**src/hdl/rafe_pkg.sv**
```systemverilog
// Shared types, constants and helpers for the rotational anisotropy field/energy core.
// Stream layout, coefficient select codes and saturation functions live here.
// No dependencies.
package rafe_pkg;

	localparam int NUM_MATERIALS_DEF = 16;

	localparam int MAT_W   = 4;
	localparam int SEL_W   = 3;
	localparam int COEF_W  = 24;
	localparam int SPIN_W  = 16;
	localparam int FIELD_W = 32;

	// Pipeline depth from input beat to output register.
	localparam int NUM_STG = 11;

	// Item kinds.
	localparam logic MODE_ATOM = 1'b0;
	localparam logic MODE_COEF = 1'b1;

	// Coefficient select codes.
	localparam logic [SEL_W-1:0] SEL_X_AXIS   = 3'd0;
	localparam logic [SEL_W-1:0] SEL_Y_AXIS   = 3'd3;
	localparam logic [SEL_W-1:0] SEL_STRENGTH = 3'd6;

	// Input beat layout.
	localparam int S_TDATA_W = 176;
	localparam int S_TUSER_W = 4;
	localparam int OFS_MAT   = 0;
	localparam int OFS_COEF  = 4;
	localparam int OFS_SPIN  = 28;
	localparam int OFS_FIELD = 76;
	localparam int TU_MODE   = 0;
	localparam int TU_SEL    = 1;

	// Output beat layout.
	localparam int M_TDATA_W = 128;

	typedef logic signed [SPIN_W-1:0]  axis_t;
	typedef logic signed [COEF_W-1:0]  str_t;
	typedef logic signed [FIELD_W-1:0] field_t;

	typedef struct packed {
		axis_t [2:0] f;
		axis_t [2:0] g;
		str_t        k;
	} coef_t;

	typedef struct packed {
		field_t [2:0] fin;
		logic         last;
		logic         en;
	} side_t;

	typedef struct packed {
		field_t [2:0] fout;
		field_t       energy;
		logic         last;
	} result_t;

	function automatic axis_t sat16(input logic signed [23:0] v);
		if (v > 24'sd32767) begin
			return 16'sh7fff;
		end else if (v < -24'sd32768) begin
			return 16'sh8000;
		end
		return v[15:0];
	endfunction

	function automatic field_t sat32(input logic signed [39:0] v);
		if (v > 40'sd2147483647) begin
			return 32'sh7fffffff;
		end else if (v < -40'sd2147483648) begin
			return 32'sh80000000;
		end
		return v[31:0];
	endfunction

endpackage

```
**src/hdl/rafe_coef_mem.sv**
```systemverilog
// Per-material coefficient memories: two local axes and the strength.
// Written one coefficient per beat, read one whole entry with a registered port.
// Depends on rafe_pkg.
module rafe_coef_mem #(
	parameter int NUM_MATERIALS = rafe_pkg::NUM_MATERIALS_DEF
) (
	input  logic                       clk,
	input  logic                       wr_en,
	input  logic [rafe_pkg::MAT_W-1:0] wr_mat,
	input  logic [rafe_pkg::SEL_W-1:0] wr_sel,
	input  rafe_pkg::str_t             wr_val,
	input  logic                       rd_en,
	input  logic [rafe_pkg::MAT_W-1:0] rd_mat,
	output rafe_pkg::coef_t            rd_data
);
	import rafe_pkg::*;

	localparam int AW    = (NUM_MATERIALS > 1) ? $clog2(NUM_MATERIALS) : 1;
	localparam int EXT_W = (AW > MAT_W) ? AW : MAT_W;

	axis_t x_mem [3][NUM_MATERIALS];
	axis_t y_mem [3][NUM_MATERIALS];
	str_t  k_mem [NUM_MATERIALS];

	logic [EXT_W-1:0] wr_ext, rd_ext;
	logic [AW-1:0]    wr_addr, rd_addr;
	logic             wr_ok, rd_ok;
	logic [1:0]       y_idx;
	axis_t            wr_axis;
	coef_t            rd_q;
	logic             rd_ok_q;

	assign wr_ext  = EXT_W'(wr_mat);
	assign rd_ext  = EXT_W'(rd_mat);
	assign wr_addr = wr_ext[AW-1:0];
	assign rd_addr = rd_ext[AW-1:0];
	assign wr_ok   = wr_en && (32'(wr_mat) < 32'(NUM_MATERIALS));
	assign rd_ok   = 32'(rd_mat) < 32'(NUM_MATERIALS);
	assign y_idx   = 2'(wr_sel - SEL_Y_AXIS);
	assign wr_axis = sat16(wr_val);

	always_ff @(posedge clk) begin
		if (wr_ok) begin
			if (wr_sel < SEL_Y_AXIS) begin
				x_mem[wr_sel[1:0]][wr_addr] <= wr_axis;
			end else if (wr_sel < SEL_STRENGTH) begin
				y_mem[y_idx][wr_addr] <= wr_axis;
			end else if (wr_sel == SEL_STRENGTH) begin
				k_mem[wr_addr] <= wr_val;
			end
		end
	end

	always_ff @(posedge clk) begin
		if (rd_en) begin
			for (int i = 0; i < 3; i++) begin
				rd_q.f[i] <= x_mem[i][rd_addr];
				rd_q.g[i] <= y_mem[i][rd_addr];
			end
			rd_q.k  <= k_mem[rd_addr];
			rd_ok_q <= rd_ok;
		end
	end

	// A material beyond the table sees an all-zero entry.
	assign rd_data = rd_ok_q ? rd_q : '0;

endmodule

```
**config.mk**
```make
export PLATFORM = sky130hd
export DESIGN_NAME = rafe_coef_mem
export DESIGN_NICKNAME = d
export VERILOG_FILES = /design/src/hdl/rafe_pkg.sv /design/src/hdl/rafe_coef_mem.sv
export SDC_FILE = /design/constraint.sdc
export NUM_CORES = 1
export LEC_CHECK = 0
export ABC_CLOCK_PERIOD_IN_PS = 6000
export BUFFER_PORTS_ARGS = -buffer_cell sky130_fd_sc_hd__buf_2
export CAP_MARGIN = 5
export CORE_AREA = 3 3 376 378
export CTS_CLUSTER_SIZE = 30
export DETAILED_ROUTE_END_ITERATION = 6
export DIE_AREA = 0 0 379 381
export GPL_TIMING_DRIVEN = 0
export PLACE_DENSITY_LB_ADDON = 0.15
export SLEW_MARGIN = 20
export SYNTH_ARGS = -nofsm -noshare
export SYNTH_HDL_FRONTEND = slang
export SYNTH_SLANG_ARGS = --single-unit
```
**constraint.sdc**
```tcl
create_clock -name clk -period 6 [get_ports clk]
set_input_delay 1.2 -clock clk [delete_from_list [all_inputs] [get_ports clk]]
set_output_delay 1.2 -clock clk [all_outputs]
set_load 0.05 [all_outputs]
```
==> key figures <==
Placement
  – Post-placement cell area: 82310 µm²
  – Worst slack, placed: 1.661 ns
  – # port buffers: 155
  – Final HPWL DP: 119700 µm
  – GPL Wtd Cong: 0.7723

GRT
  – Tot GR Track Use: 25.63%
  – Total grt overflow: 0
  – First-pass GRT wire length: 262900 µm
  – Largest net degree at the start of global routing: 66
  – Vias in the first global route: 37497
  – Initial antenna violation count: 17

Logic synthesis
  – Top cell type's share of synthesized area: 80.66%
  – Main flop type after synthesis: edfxtp_1
  – Synth area leader: edfxtp_1
  – Synth warn: 0
  – Count of cell types in the netlist: 17
  – Seq/Total Area, Yosys: 80.66%
  – Syn Area/Cell: 23.45 µm²
  – Top post-synthesis cells by count: edfxtp_1 (2040), mux4_2 (480), a22oi_1 (240), nand2_1 (133), nor2_1 (116)
  – Mapped Area: 75950 µm²
  – Syn Inst Count: 3238
  – Yosys reg bits: 2040
  – FFs w/ async S/R, synth: 0%
  – Most frequent cell after synthesis: edfxtp_1
  – Area contributors post-synth: edfxtp_1 (81%), mux4_2 (14%), a22oi_1 (2.4%)
  – Number of synthesized flops with an enable pin: 2040
  – Syn nets: 3276

Drt
  – Wl on met1: 71030 µm
  – Initial DRC count: 4538
  – DR top layer: met5
  – Detailed Route WL: 181500 µm
  – Vias per std cell: 6.400
  – DR WL met3: 16970 µm
  – DR vias: 36446
  – TritonRoute pass-1 iters: 5
  – Drt wl/cell: 31.87 µm
  – Residual DRC count: 0
  – Antenna viol nets, final: 0
  – Met2 WL: 89320 µm

Critical path
  – WP data arrival: 4.06 ns
  – CP Max Fanout: 10
  – Setup crit start kind: primary input
  – CP Class: in -> reg
  – Critical Path RT: 6.51 ns
  – Crit end category: register

Clocking
  – Clock sinks: 2040
  – Clk_lat worst skew: 0.83 ns
  – CTS buffer count: 193
  – Clock slew seen by the registers of the worst setup and hold paths: 0.07 ns
  – CTS tree: done
  – Htree depth: 4
  – Setup Buffers After CTS: 0
  – Post-CTS resize count: 0
  – Clk root buf: clkbuf_16
  – Hold_buf cts: 0
  – Worst-case clock buffer depth: 3

Final layout
  – Layout area overhead: 16.35%
  – Nets: 3777
  – Layout Utilization: 64.11%
  – Fill cell count: 8908
  – Post-route design area: 88370 µm²
  – Share of cells above drive strength 1: 31.63%

Power
  – Static leakage: 0.02795 µW
  – Net Sw Power: 6240 µW
  – Combinational power share: 5.6%
  – Power density cells: 330.4 nW/µm²
  – Clock group share of total power: 40.1%
  – Pint: 22960 µW
  – Max VDD drop: 279.3 µV
  – Seq pwr share: 54.3%
  – Sw frac: 21.37%

STA
  – Slew margin rel.: 21.41%
  – RSZ-0062 raised after global routing: no
  – Clock Skews: 0.03449 ns
  – Worst hold slack: 0.7532 ns
  – Setup TNS: 0 ns
  – Setup violations, final: 0
  – Tcrit/Tclk final: 59.11%
  – Fmax: 281.9 MHz
  – Slew @ Worst Pin: 1.179 ns
  – Crit path time final: 3.547 ns
  – Hold Fails Final Rpt: 0
  – Fin worst setup slack: 2.453 ns
  – Slew Limit Fails: 0

Outcome
  – Status: finished, final reports clean

Die
  – Chip Width: 379 µm
  – Height of the chip: 381 µm
  – Core area: 137800 µm²
  – Initial Util: 55.10%
  – Die area: 144400 µm²
  – Row count: 136
  – # IOs: 158

Run
  – Max Cap Viol: 0

Min path
  – Worst min path class: reg -> reg
## through the flow
step	std cells	total power [µW]
2_1_floorplan	3238	17130
5_1_grt	5687	30030
4_1_cts	5686	29390
3_3_place_gp	5187	17700
3_5_place_dp	5338	17820
6_report	5695	29200
## layer usage
metal,vias up,GRT usage (%)
met1,19434,36.57
li1,14878,-
met2,1856,40.81
met5,-,0
met3,270,5.572
met4,8,6.861
## layout by cell type, fill, tap and decap left out, types with 2 or more instances in the layout
| cell type | netlist | layout |
|---|---|---|
| clkinv_1 | 0 | 50 |
| diode_2 | 0 | 9 |
| clkinv_4 | 0 | 4 |
| buf_4 | 20 | 20 |
| a2bb2oi_4 | 0 | 15 |
| nor2_4 | 0 | 20 |
| and4_1 | 2 | 2 |
| clkbuf_2 | 0 | 8 |
| nor2_2 | 0 | 92 |
| inv_6 | 0 | 5 |
| nor2_1 | 116 | 4 |
| buf_16 | 0 | 44 |
| buf_2 | 34 | 188 |
| clkinv_2 | 0 | 25 |
| nand3_1 | 25 | 25 |
| buf_1 | 16 | 16 |
| clkinvlp_4 | 0 | 4 |
| buf_12 | 0 | 21 |
| nor2b_1 | 9 | 9 |
| buf_8 | 0 | 22 |
| bufinv_16 | 0 | 13 |
| mux4_2 | 480 | 480 |
| clkbuf_16 | 0 | 198 |
| clkbuf_1 | 102 | 138 |
| nand2_1 | 133 | 133 |
| nor4_1 | 2 | 2 |
| a22oi_1 | 240 | 240 |
| edfxtp_1 | 2040 | 2040 |
| buf_6 | 2 | 67 |
| clkinv_16 | 0 | 2 |
## worst paths after layout
path	startpoint	to	slack (ns)	cells after the start
hold reg to reg	k_mem[12][6]	rd_q[6]	0.75	3
hold / removal	k_mem[12][6]	rd_q[6]	0.75	3
setup / recovery	rd_mat[1]	rd_q[72]	2.45	6
setup reg to reg	y_mem[0][68]	rd_q[28]	4.21	3
## sequential cells by signal, indices dropped and copies added, names as in the netlist
| name | cells |
|---|---|
| k_mem | 384 |
| rd_q | 120 |
| x_mem | 768 |
| y_mem | 768 |
## cell type report
class	instances	area, µm²	area share, %
Sequential cell	2040	61260	69.32
Multi-Input combinational cell	1024	14550	16.46
Timing Repair Buffer	306	3465	3.921
Clock inverter	105	908.4	1.028
Antenna cell	9	22.52	0.02549
Tap cell	1794	2245	2.540
Buffer	174	799.5	0.9048
Clock buffer	243	5124	5.798
## logic make-up (layout without fill, tap and decap cells)
family                 Yosys count  after routing  share of synthesized area, %
buffers and inverters          174            828                         1.035
AO/OA/AOI/OAI                  255            255                         2.545
flip-flops                    2040           2040                         80.66
other                            0              9                             0
AND/OR/NAND/NOR                289            289                         1.526
multiplexers                   480            480                         14.23
## critical path: stages
cell	delay (ns)
buf_2	0.45
buf_2	0.72
buf_1	0.73
mux4_2	0.41
a22oi_1	0.26
nand2_1	0.26
## power by group through the flow
stage,clock network (µW),logic (µW),registers [µW]
after global placement,0,1480,16200
after detailed placement,0,1660,16200
after floorplan,0,719,16400
final,11700,1650,15900
after CTS,11900,1660,15900
after global routing,12400,1740,15900
No activity file was read; power rests on OpenSTA's default activity.
